### config.mk
export PLATFORM = sky130hd
export DESIGN_NAME = pid_windowed_integral
export DESIGN_NICKNAME = d
export VERILOG_FILES = /design/src/hdl/pwi_pkg.sv /design/src/hdl/pwi_ctrl.sv /design/src/hdl/pwi_datapath.sv /design/src/hdl/pid_windowed_integral.sv
export SDC_FILE = /design/constraint.sdc
export NUM_CORES = 2
export LEC_CHECK = 0
export ABC_AREA = 1
export BUFFER_PORTS_ARGS = -buffer_cell sky130_fd_sc_hd__buf_2
export CAP_MARGIN = 20
export CORE_MARGIN = 2
export CORE_UTILIZATION = 55
export DETAILED_ROUTE_END_ITERATION = 16
export GPL_TIMING_DRIVEN = 0
export PLACE_DENSITY = 0.81
export SKIP_LAST_GASP = 1
export SYNTH_ARGS = -nofsm -noshare
export SYNTH_HDL_FRONTEND = slang
export SYNTH_HIERARCHICAL = 1
export SYNTH_SLANG_ARGS = --single-unit
export TNS_END_PERCENT = 5
### constraint.sdc
create_clock -name clk -period 6.9 [get_ports clk]
set_clock_uncertainty 0.05 [all_clocks]
set_input_delay 0 -clock clk [delete_from_list [all_inputs] [get_ports clk]]
set_output_delay 0 -clock clk [all_outputs]
set_load 0.01 [all_outputs]
### src/hdl/pwi_pkg.sv
// shared types and constants for the windowed-integral pid controller
`default_nettype none

package pwi_pkg;

    localparam int HISTORY_DEPTH = 16;
    localparam int HIST_IDX_W    = (HISTORY_DEPTH > 1) ? $clog2(HISTORY_DEPTH) : 1;

    localparam int ERR_W   = 16;
    localparam int TIME_W  = 20;
    localparam int CFG_W   = 32;
    localparam int CFG_IDX_W = 3;

    localparam int DIV_STEPS = 32;
    localparam int CNT_W     = 5;

    localparam logic [CFG_IDX_W-1:0] REG_GAIN_P    = 3'd0;
    localparam logic [CFG_IDX_W-1:0] REG_GAIN_I    = 3'd1;
    localparam logic [CFG_IDX_W-1:0] REG_GAIN_D    = 3'd2;
    localparam logic [CFG_IDX_W-1:0] REG_OUT_UPPER = 3'd3;
    localparam logic [CFG_IDX_W-1:0] REG_OUT_LOWER = 3'd4;

    typedef enum logic [2:0] {
        MS_P,
        MS_I0,
        MS_I1,
        MS_I2,
        MS_D0,
        MS_D1,
        MS_D2
    } mul_sel_t;

    localparam logic [2:0] MUL_LAST = 3'(MS_D2);

    typedef struct packed {
        logic     load;
        logic     prep;
        logic     div_step;
        logic     mul_en;
        mul_sel_t mul_sel;
        logic     acc_en;
        logic     finish;
    } dp_cmd_t;

    typedef struct packed {
        logic time_zero;
    } dp_sts_t;

endpackage

`default_nettype wire

### src/hdl/pwi_ctrl.sv
// sequencing state machine for the windowed-integral pid controller
`default_nettype none

module pwi_ctrl (
    input  wire logic             clk,
    input  wire logic             rst_n,
    input  wire logic             in_valid,
    output logic                  in_ready,
    output logic                  out_valid,
    input  wire logic             out_ready,
    input  wire pwi_pkg::dp_sts_t sts,
    output pwi_pkg::dp_cmd_t      cmd
);
    import pwi_pkg::*;

    typedef enum logic [2:0] {
        S_IDLE,
        S_PREP,
        S_DIV,
        S_MUL,
        S_DRAIN,
        S_FINISH
    } state_t;

    state_t           state_reg, state_next;
    logic [CNT_W-1:0] cnt_reg, cnt_next;
    logic             out_valid_reg, out_valid_next;
    logic             out_free;

    assign out_free  = !out_valid_reg || out_ready;
    assign in_ready  = (state_reg == S_IDLE);
    assign out_valid = out_valid_reg;

    always_comb
    begin
        cmd          = '0;
        cmd.mul_sel  = mul_sel_t'(cnt_reg[2:0]);
        state_next   = state_reg;
        cnt_next     = cnt_reg;
        unique case (state_reg)
            S_IDLE:
            begin
                if (in_valid)
                begin
                    cmd.load   = 1'b1;
                    state_next = S_PREP;
                end
            end
            S_PREP:
            begin
                cmd.prep   = 1'b1;
                cnt_next   = '0;
                state_next = S_DIV;
            end
            S_DIV:
            begin
                if (sts.time_zero)
                begin
                    cnt_next   = '0;
                    state_next = S_MUL;
                end
                else
                begin
                    cmd.div_step = 1'b1;
                    if (cnt_reg == CNT_W'(DIV_STEPS - 1))
                    begin
                        cnt_next   = '0;
                        state_next = S_MUL;
                    end
                    else
                    begin
                        cnt_next = cnt_reg + 1'b1;
                    end
                end
            end
            S_MUL:
            begin
                cmd.mul_en = 1'b1;
                cmd.acc_en = (cnt_reg != '0);
                if (cnt_reg[2:0] == MUL_LAST)
                begin
                    state_next = S_DRAIN;
                end
                else
                begin
                    cnt_next = cnt_reg + 1'b1;
                end
            end
            S_DRAIN:
            begin
                cmd.acc_en = 1'b1;
                state_next = S_FINISH;
            end
            S_FINISH:
            begin
                if (out_free)
                begin
                    cmd.finish = 1'b1;
                    state_next = S_IDLE;
                end
            end
            default:
            begin
                state_next = S_IDLE;
            end
        endcase
    end

    always_comb
    begin
        out_valid_next = out_valid_reg;
        if (cmd.finish)
        begin
            out_valid_next = 1'b1;
        end
        else if (out_ready)
        begin
            out_valid_next = 1'b0;
        end
    end

    always_ff @(posedge clk or negedge rst_n)
    begin
        if (!rst_n)
        begin
            state_reg     <= S_IDLE;
            cnt_reg       <= '0;
            out_valid_reg <= 1'b0;
        end
        else
        begin
            state_reg     <= state_next;
            cnt_reg       <= cnt_next;
            out_valid_reg <= out_valid_next;
        end
    end

endmodule

`default_nettype wire

### src/hdl/pwi_datapath.sv
// arithmetic, window storage and configuration registers of the pid controller
`default_nettype none

module pwi_datapath (
    input  wire logic                           clk,
    input  wire logic                           rst_n,
    input  wire pwi_pkg::dp_cmd_t               cmd,
    output pwi_pkg::dp_sts_t                    sts,
    input  wire logic [pwi_pkg::ERR_W-1:0]      error_sample,
    input  wire logic [pwi_pkg::TIME_W-1:0]     elapsed_us,
    input  wire logic                           cfg_we,
    input  wire logic [pwi_pkg::CFG_IDX_W-1:0]  cfg_index,
    input  wire logic [pwi_pkg::CFG_W-1:0]      cfg_data,
    output logic [31:0]                         drive,
    output logic                                clamped
);
    import pwi_pkg::*;

    // configuration
    logic [31:0] gain_p_reg, gain_i_reg, gain_d_reg, upper_reg, lower_reg;

    // per-item working registers
    logic [ERR_W-1:0]  e_reg;
    logic [TIME_W-1:0] t_reg;
    logic [36:0]       prod_reg;
    logic              neg_reg;
    logic [31:0]       div_reg;
    logic [19:0]       rem_reg;
    logic [44:0]       integ_reg;
    logic [32:0]       deriv_reg;
    logic [48:0]       mprod_reg;
    logic [1:0]        sh_reg;
    logic [79:0]       acc_reg;
    logic [31:0]       drive_reg;
    logic              clamped_reg;

    // controller state
    logic [ERR_W-1:0]      last_reg;
    logic [39:0]           win_reg [HISTORY_DEPTH];
    logic [HIST_IDX_W-1:0] ptr_reg, ptr_next;
    logic [43:0]           wsum_reg, wsum_next;

    logic signed [15:0] e_s;
    logic signed [20:0] t_s;
    logic signed [36:0] prod_c;
    logic [16:0]        diff;
    logic [16:0]        diff_mag;
    logic [20:0]        rem_sh;
    logic               geq;
    logic [20:0]        rem_sub;
    logic [32:0]        deriv_c;
    logic [47:0]        integ48, deriv48;
    logic signed [31:0] mul_a;
    logic signed [16:0] mul_b;
    logic signed [48:0] mul_p;
    logic [1:0]         sh_c;
    logic [79:0]        addend;
    logic signed [63:0] res_s, up_s, lo_s;
    logic [39:0]        oldest;

    function automatic logic [16:0] chunk_of(input logic [47:0] v, input logic [1:0] idx);
        logic [16:0] r;
        case (idx)
            2'd0:    r = {1'b0, v[15:0]};
            2'd1:    r = {1'b0, v[31:16]};
            default: r = {v[47], v[47:32]};
        endcase
        return r;
    endfunction

    assign sts.time_zero = (t_reg == '0);

    assign e_s    = e_reg;
    assign t_s    = {1'b0, t_reg};
    assign prod_c = e_s * t_s;

    assign diff     = {e_reg[15], e_reg} - {last_reg[15], last_reg};
    assign diff_mag = diff[16] ? (17'd0 - diff) : diff;

    // restoring divide, one quotient bit per step
    assign rem_sh  = {rem_reg, div_reg[31]};
    assign geq     = (rem_sh >= {1'b0, t_reg});
    assign rem_sub = rem_sh - {1'b0, t_reg};

    assign deriv_c = sts.time_zero ? 33'd0 :
                     (neg_reg ? (33'd0 - {1'b0, div_reg}) : {1'b0, div_reg});

    assign integ48 = {{3{integ_reg[44]}}, integ_reg};
    assign deriv48 = {{15{deriv_reg[32]}}, deriv_reg};

    always_comb
    begin
        mul_a = '0;
        mul_b = '0;
        sh_c  = 2'd0;
        unique case (cmd.mul_sel)
            MS_P:
            begin
                mul_a = gain_p_reg;
                mul_b = {e_reg[15], e_reg};
            end
            MS_I0, MS_I1, MS_I2:
            begin
                mul_a = gain_i_reg;
                sh_c  = 2'(3'(cmd.mul_sel) - 3'(MS_I0));
                mul_b = chunk_of(integ48, sh_c);
            end
            MS_D0, MS_D1, MS_D2:
            begin
                mul_a = gain_d_reg;
                sh_c  = 2'(3'(cmd.mul_sel) - 3'(MS_D0));
                mul_b = chunk_of(deriv48, sh_c);
            end
            default:
            begin
                mul_a = '0;
            end
        endcase
    end

    assign mul_p = mul_a * mul_b;

    always_comb
    begin
        case (sh_reg)
            2'd0:    addend = {{31{mprod_reg[48]}}, mprod_reg};
            2'd1:    addend = {{15{mprod_reg[48]}}, mprod_reg, 16'd0};
            default: addend = {mprod_reg[47:0], 32'd0};
        endcase
    end

    assign res_s = acc_reg[79:16];
    assign up_s  = {{32{upper_reg[31]}}, upper_reg};
    assign lo_s  = {{32{lower_reg[31]}}, lower_reg};

    assign oldest    = win_reg[ptr_reg];
    assign wsum_next = wsum_reg - {{4{oldest[39]}}, oldest} + {{7{prod_reg[36]}}, prod_reg};
    assign ptr_next  = (ptr_reg == HIST_IDX_W'(HISTORY_DEPTH - 1)) ? '0 : ptr_reg + 1'b1;

    always_ff @(posedge clk)
    begin
        if (cmd.load)
        begin
            e_reg <= error_sample;
            t_reg <= elapsed_us;
        end
        if (cmd.prep)
        begin
            prod_reg <= prod_c;
            neg_reg  <= diff[16];
            div_reg  <= {diff_mag[15:0], 16'd0};
            rem_reg  <= '0;
            acc_reg  <= '0;
        end
        if (cmd.div_step)
        begin
            div_reg <= {div_reg[30:0], geq};
            rem_reg <= geq ? rem_sub[19:0] : rem_sh[19:0];
        end
        if (cmd.mul_en)
        begin
            mprod_reg <= mul_p;
            sh_reg    <= sh_c;
            if (cmd.mul_sel == MS_P)
            begin
                deriv_reg <= deriv_c;
                integ_reg <= {wsum_reg[43], wsum_reg} + {{8{prod_reg[36]}}, prod_reg};
            end
        end
        if (cmd.acc_en)
        begin
            acc_reg <= acc_reg + addend;
        end
        if (cmd.finish)
        begin
            if (res_s > up_s)
            begin
                drive_reg   <= upper_reg;
                clamped_reg <= 1'b1;
            end
            else if (res_s < lo_s)
            begin
                drive_reg   <= lower_reg;
                clamped_reg <= 1'b1;
            end
            else
            begin
                drive_reg   <= res_s[31:0];
                clamped_reg <= 1'b0;
            end
        end
    end

    always_ff @(posedge clk or negedge rst_n)
    begin
        if (!rst_n)
        begin
            gain_p_reg <= '0;
            gain_i_reg <= '0;
            gain_d_reg <= '0;
            upper_reg  <= 32'h7FFF_FFFF;
            lower_reg  <= 32'h8000_0000;
            last_reg   <= '0;
            ptr_reg    <= '0;
            wsum_reg   <= '0;
            for (int i = 0; i < HISTORY_DEPTH; i++)
            begin
                win_reg[i] <= '0;
            end
        end
        else
        begin
            if (cfg_we)
            begin
                unique case (cfg_index)
                    REG_GAIN_P:    gain_p_reg <= cfg_data;
                    REG_GAIN_I:    gain_i_reg <= cfg_data;
                    REG_GAIN_D:    gain_d_reg <= cfg_data;
                    REG_OUT_UPPER: upper_reg  <= cfg_data;
                    REG_OUT_LOWER: lower_reg  <= cfg_data;
                    default:       gain_p_reg <= gain_p_reg;
                endcase
            end
            if (cmd.finish)
            begin
                last_reg         <= e_reg;
                wsum_reg         <= wsum_next;
                win_reg[ptr_reg] <= {{3{prod_reg[36]}}, prod_reg};
                ptr_reg          <= ptr_next;
            end
        end
    end

    assign drive   = drive_reg;
    assign clamped = clamped_reg;

endmodule

`default_nettype wire

### src/hdl/pid_windowed_integral.sv
// top level of the pid controller with sliding-window integral
//
//  channel  direction  signals                         accepted when
//  in       input      error_sample, elapsed_us        in_valid & in_ready
//  out      output     drive, clamped                  out_valid & out_ready
//  cfg      input      cfg_index, cfg_data             cfg_we
//
// one item in flight at a time; the divide is skipped when elapsed_us is zero
// the bit-serial divider for the derivative runs 32 steps
// the multiply-accumulate reuses one 32x17 multiplier over 7 steps
// a new item is taken while a result waits in the output register
// a finished item stalls in its last step until the output register frees
// reset clears gains, window, running sum and previous error, and sets the bounds to the full signed range
`default_nettype none

module pid_windowed_integral (
    input  wire logic                           clk,
    input  wire logic                           rst_n,
    input  wire logic                           in_valid,
    output logic                                in_ready,
    input  wire logic [pwi_pkg::ERR_W-1:0]      error_sample,
    input  wire logic [pwi_pkg::TIME_W-1:0]     elapsed_us,
    output logic                                out_valid,
    input  wire logic                           out_ready,
    output logic [31:0]                         drive,
    output logic                                clamped,
    input  wire logic                           cfg_we,
    input  wire logic [pwi_pkg::CFG_IDX_W-1:0]  cfg_index,
    input  wire logic [pwi_pkg::CFG_W-1:0]      cfg_data
);
    import pwi_pkg::*;

    dp_cmd_t cmd;
    dp_sts_t sts;

    pwi_ctrl u_ctrl (
        .clk       (clk),
        .rst_n     (rst_n),
        .in_valid  (in_valid),
        .in_ready  (in_ready),
        .out_valid (out_valid),
        .out_ready (out_ready),
        .sts       (sts),
        .cmd       (cmd)
    );

    pwi_datapath u_dp (
        .clk          (clk),
        .rst_n        (rst_n),
        .cmd          (cmd),
        .sts          (sts),
        .error_sample (error_sample),
        .elapsed_us   (elapsed_us),
        .cfg_we       (cfg_we),
        .cfg_index    (cfg_index),
        .cfg_data     (cfg_data),
        .drive        (drive),
        .clamped      (clamped)
    );

endmodule

`default_nettype wire

# After elaboration in Yosys (flattened, before gate mapping)
# Cells that the tools add are included.
# Widths: inputs -> output; s select.
dict set report classes {
  add_sub_neg 12
  multipliers 2
  magnitude_cmp 5
  eq_ne 25
  n_mux 46
  n_bitwise 2
  n_reduce_logical 26
}
# op n
set op_table {}
lappend op_table {{$bwmux 640} 1}
lappend op_table {{$bmux 40 s4} 1}
lappend op_table {{$demux 40 s4} 1}
lappend op_table {{$mux 32} 5}
lappend op_table {{$mux 80} 2}
lappend op_table {{$pmux 80 s2} 1}
lappend op_table {{$mux 40} 3}
lappend op_table {{$pmux 32 s3} 1}
lappend op_table {{$add 80x80->80} 1}
lappend op_table {{$pmux 17 s2} 2}
lappend op_table {{$gt 64x32->1} 1}
lappend op_table {{$lt 64x32->1} 1}
lappend op_table {{$mux 20} 3}
lappend op_table {{$pmux 17 s3} 1}
lappend op_table {{$mul 32x17->49} 1}
lappend op_table {{$add 44x37->45} 1}
lappend op_table {{$add 44x44->44} 1}
lappend op_table {{$sub 44x44->44} 1}
lappend op_table {{$mul 16x21->37} 1}
lappend op_table {{$sub 1x32->33 const A} 1}
lappend op_table {{$ge 21x20->1} 1}
lappend op_table {{$logic_not 20->1} 1}
lappend op_table {{$sub 20x20->20} 1}
lappend op_table {{$eq 3x2->1 const B} 6}
lappend op_table {{other kinds (38)} 79}
dict set report word_totals {
  regBits 1241
  input_bits 76
  out_inout_bits 35
}

# Depth between registers and ports, before layout
dict set report logic_depth {
  word_depth 6
  ltp_mapped 38
  depth_no_buf 33
}

# Cells and area by module
# Netlist, hierarchy kept.
# mod instances cells_each area_per_inst_um2
set by_module_without_submodules {}
lappend by_module_without_submodules {pwi_datapath 1 12589 99285.2}
lappend by_module_without_submodules {pwi_ctrl 1 89 656.9}

# Least setup slack after synthesis
# No wires, ideal clock.
dict set report synth_path {
  kind {flip-flop to flip-flop}
  start {reg u_ctrl.cnt_reg[1]}
  end {reg u_dp.mprod_reg[46], data pin}
  setup_time_ns 0.266
  arrival_ns 7.134
  t_required_ns 6.584
  path_slack_ns -0.550
  stages_incl_launch_ff 30
  n_path_buf 3
  period_less_slack_ns 7.450
  cell_sequence {dfrtp_1 -> buf_4 -> inv_1 -> ha_1 -> clkbuf_1 -> nor2_1 -> a311o_1 -> nand3_1 -> inv_1 -> buf_4 -> nor2_1 -> inv_1 -> fa_1 -> inv_1 -> fa_1 -> fa_1 -> fa_1 -> fa_1 -> inv_1 -> fa_1 -> inv_1 -> ha_1 -> nand2_1 -> nor2_1 -> inv_1 -> nor2_1 -> nand2_1 -> or2_2 -> o221ai_1 -> xor2_1}
}
dict set report synth_via {
  elab_chain_len 5
  word_cells_on_any_way 20
  cone_classes {2 x add/sub; 1 x mul; 8 x eq/ne; 4 x mux; 5 x reduce/logical}
}
# item line
set synth_rtl {}
lappend synth_rtl {{start: declaration} pwi_ctrl.sv:26} ;# logic [CNT_W-1:0] cnt_reg, cnt_next;
lappend synth_rtl {{start signal: assignment} pwi_ctrl.sv:133} ;# cnt_reg <= cnt_next;
lappend synth_rtl {{$sub 2x1->2 (on tied branches)} {pwi_datapath.sv:111, pwi_datapath.sv:105}}
lappend synth_rtl {{$eq 2x1->1 or $logic_not 2->1 (tied branches)} pwi_datapath.sv:63} ;# case (idx)
lappend synth_rtl {{$pmux 17 s2} pwi_datapath.sv:63}
lappend synth_rtl {{$pmux 17 s3} pwi_datapath.sv:96} ;# unique case (cmd.mul_sel)
lappend synth_rtl {{$mul 32x17->49 *} pwi_datapath.sv:121} ;# assign mul_p = mul_a * mul_b;
lappend synth_rtl {{via u_dp.mul_p[46]} pwi_datapath.sv:55} ;# logic signed [48:0] mul_p;
lappend synth_rtl {{end signal: assignment} pwi_datapath.sv:162} ;# mprod_reg <= mul_p;
lappend synth_rtl {{end: declaration} pwi_datapath.sv:31} ;# logic [48:0] mprod_reg;
# Mark *: on every way through the listed nets, which the timed path passes. The rest lies on a longest branch.
# A chain may end at the register's enable or synchronous reset.

# Worst setup path in the final report
dict set report layout_path {
  start {reg u_ctrl.cnt_reg[0]}
  end {reg u_dp.mprod_reg[35], data pin}
}
# Same word-level chain as after synthesis.

==> out/results.ini <==
[critical_path]
crit_path_frequent_cell = fa_1
slowest_stage = fa_1
path_class = reg -> reg
critical_path_arrival_ps = 8230
path_max_fanout = 5
start_kind = register
rrSetupSlack_ps = -840
max_stage_delay_ps = 560
rr_startpoint = u_ctrl/cnt_reg[0]
required_ps = 7400
timing.rr.end = u_dp/mprod_reg[35]
cp-end-kind = register
r2r_cells = 36

[synthesis]
synth-simple-area-share = 0.189
synthMuxAreaShare = 0
synth_area_leader_cell = dfrtp_1
yosysMostFrequentCell = nand2_1
syn_area_per_cell_um2 = 7.88
synth_cell_types = 71
yosysSeqAreaShare = 0.318
synth_area_um2 = 99900
yosys-top-cells-area = dfrtp_1, fa_1, edfxtp_1
synth_top_area_share = 0.199
ys_seq_elements = 1193
synth_edf_count = 368
synth-xor-area-share = 0.0157
synth_top_family_by_area = adder cells
synth_compound_area_frac = 0.136
yosys.area_share.adder = 0.238
synth_ff_type = dfrtp_1
synthTopCellsByCount = nand2_1, inv_1, o21ai_0
syn-num-nets = 14162
async_reset_ff_frac = 0.692
yosys_warnings = 6
syn_inst = 12678

[grt]
grt_max_degree = 126
grt_pass1_wl_um = 541000
grt_util_all_layers = 0.383
grt_pass1_vias = 92201
grt_overflow_total = 0
antenna_found_initial = 11

[layout]
multi_input_area_um2 = 59600
largest_reg_flops = 592
fin_nets = 14728
drive_gt1_frac = 0.0815
fillers = 15089
syn_to_final_growth_pct = 14.1
seq_area_um2 = 31700
final_area_um2 = 114000

[clock_network]
path_clk_slew_ps = 60
root_buffer = clkbuf_16
clock_latency_ps = 850
cts.sinks = 1193
clk_path_buf_depth = 3
cts_max_level = 4
cts_made_buffers = 133
cts_tree = built

[timing]
finalHoldViolations = 0
tns_ps = -23610
timing.hold.ws_ps = 86.0
slew_headroom = 0.131
period_share = 1.12
rsz0062_at_grt = true
worst_pin_slew_ps = 1290
min_period_ps = 7740
slew_viol_final = 0
setup_viol = 49
fin_ws_ps = -838
fmax_mhz = 129

[route]
wire_per_inst_um = 22.9
drc = 0
antenna_left = 0
drtPass1Iterations = 9
wl_um = 360000
vias = 93882
first_iter_violations = 11772
vias_per_cell = 5.97

[run_status]
status = finished, violations left
violations = setup timing

[worst_hold_path]
holdCritPathClass = in -> reg
hold_path_startpoint = cfg_data[13]
hold_end = u_dp/gain_p_reg[13]
worstHoldPathCells = 4

[placement]
numPortBuffers = 110
place_area_um2 = 104000
finalWeightedCongestion = 1.06
hpwl_um = 275000

[floorplan]
rows = 156
core-area_um2 = 181000
ios = 111
dieArea_um2 = 185000
die_h_um = 430
die_x_um = 430
initial_core_util = 0.553

[run]
cap_violations = 0

==> worst max-delay path by stage <==
stage / start / endpoint / slack (ps) / depth (start not counted)
after global placement: rst_n / u_dp/lower_reg[19] / -12080 / 1
after global routing: u_ctrl/cnt_reg[0] / u_dp/mprod_reg[35] / -900 / 36
after floorplan: u_ctrl/cnt_reg[1] / u_dp/mprod_reg[46] / -50 / 31
final: u_ctrl/cnt_reg[0] / u_dp/mprod_reg[35] / -840 / 36
after CTS: u_ctrl/cnt_reg[0] / u_dp/mprod_reg[35] / -470 / 32
after detailed placement: u_ctrl/cnt_reg[0] / u_dp/mprod_reg[43] / -2060 / 30
==> timing repair <==
| item | CTS | global route |
|---|---|---|
| endpoints found under the setup margin | 42 | 61 |
| hold endpoints to repair | 612 | 0 |
| buffers inserted | 137 | 39 |
| gates resized for setup | 470 | 158 |
| pin swaps | 159 | 130 |
| cloned | 5 | 1 |
| hold buffers | 120 | 0 |
==> layer usage <==
layer,GRT usage,part of all wire
met3,0.100,0.11
met4,0.253,0.082
met2,0.594,0.44
met5,0,0.00029
met1,0.473,0.36
==> cells by family after synthesis <==
group,after synthesis
AND/OR/NAND/NOR,4698
buffers and inverters,2703
AO/OA/AOI/OAI,2497
adder cells (fa/ha/maj),1408
flip-flops,1193
XOR/XNOR,179
==> cells in the final DEF (no fill, tap or decap), types with 119 or more instances in the layout <==
cell	synthesis	routed
clkbuf_1	422	439
buf_4	8	158
o22ai_1	149	149
clkbuf_16	0	137
o21ai_0	1350	1329
dlygate4sd3_1	0	119
inv_1	2120	2062
dfrtp_1	793	792
fa_1	818	799
a21oi_1	669	635
nor2_1	1274	1218
buf_2	92	135
nand2_1	2768	2729
nand4_1	131	131
edfxtp_1	368	368
ha_1	590	549
nand3_1	325	310
==> worst max-delay path: cells and delay by family (launching register included) <==
family,cells,cell delay (ps)
adder cells (fa/ha/maj),8,3590
buffers and inverters,14,1560
AND/OR/NAND/NOR,9,1180
AO/OA/AOI/OAI,4,530
flip-flops,1,370
XOR/XNOR,1,150
==> stage by stage <==
stage | util | setup slack [ps] | cells
global route | 0.631 | -899 | 15721
global placement | 0.574 | -12080 | 15158
detailed placement | 0.576 | -2060 | 15182
finish | 0.631 | -838 | 15724
CTS | 0.626 | -473 | 15683
floorplan | - | -46.7 | 12678
==> area by class of cell <==
cell class	count	area share
tap	2370	0.0260
clock inverter	68	0.00830
sequential	1193	0.278
antenna	3	0.0000658
inverter	2150	0.0721
timing repair buffer	435	0.0350
multi-input combinational	8782	0.523
timing repair inverter	1	0.0000549
clock buffer	174	0.0322
buffer	548	0.0249
Power is not shown: default switching activity piles up to over one toggle a cycle in this logic, so the estimate is an artifact.
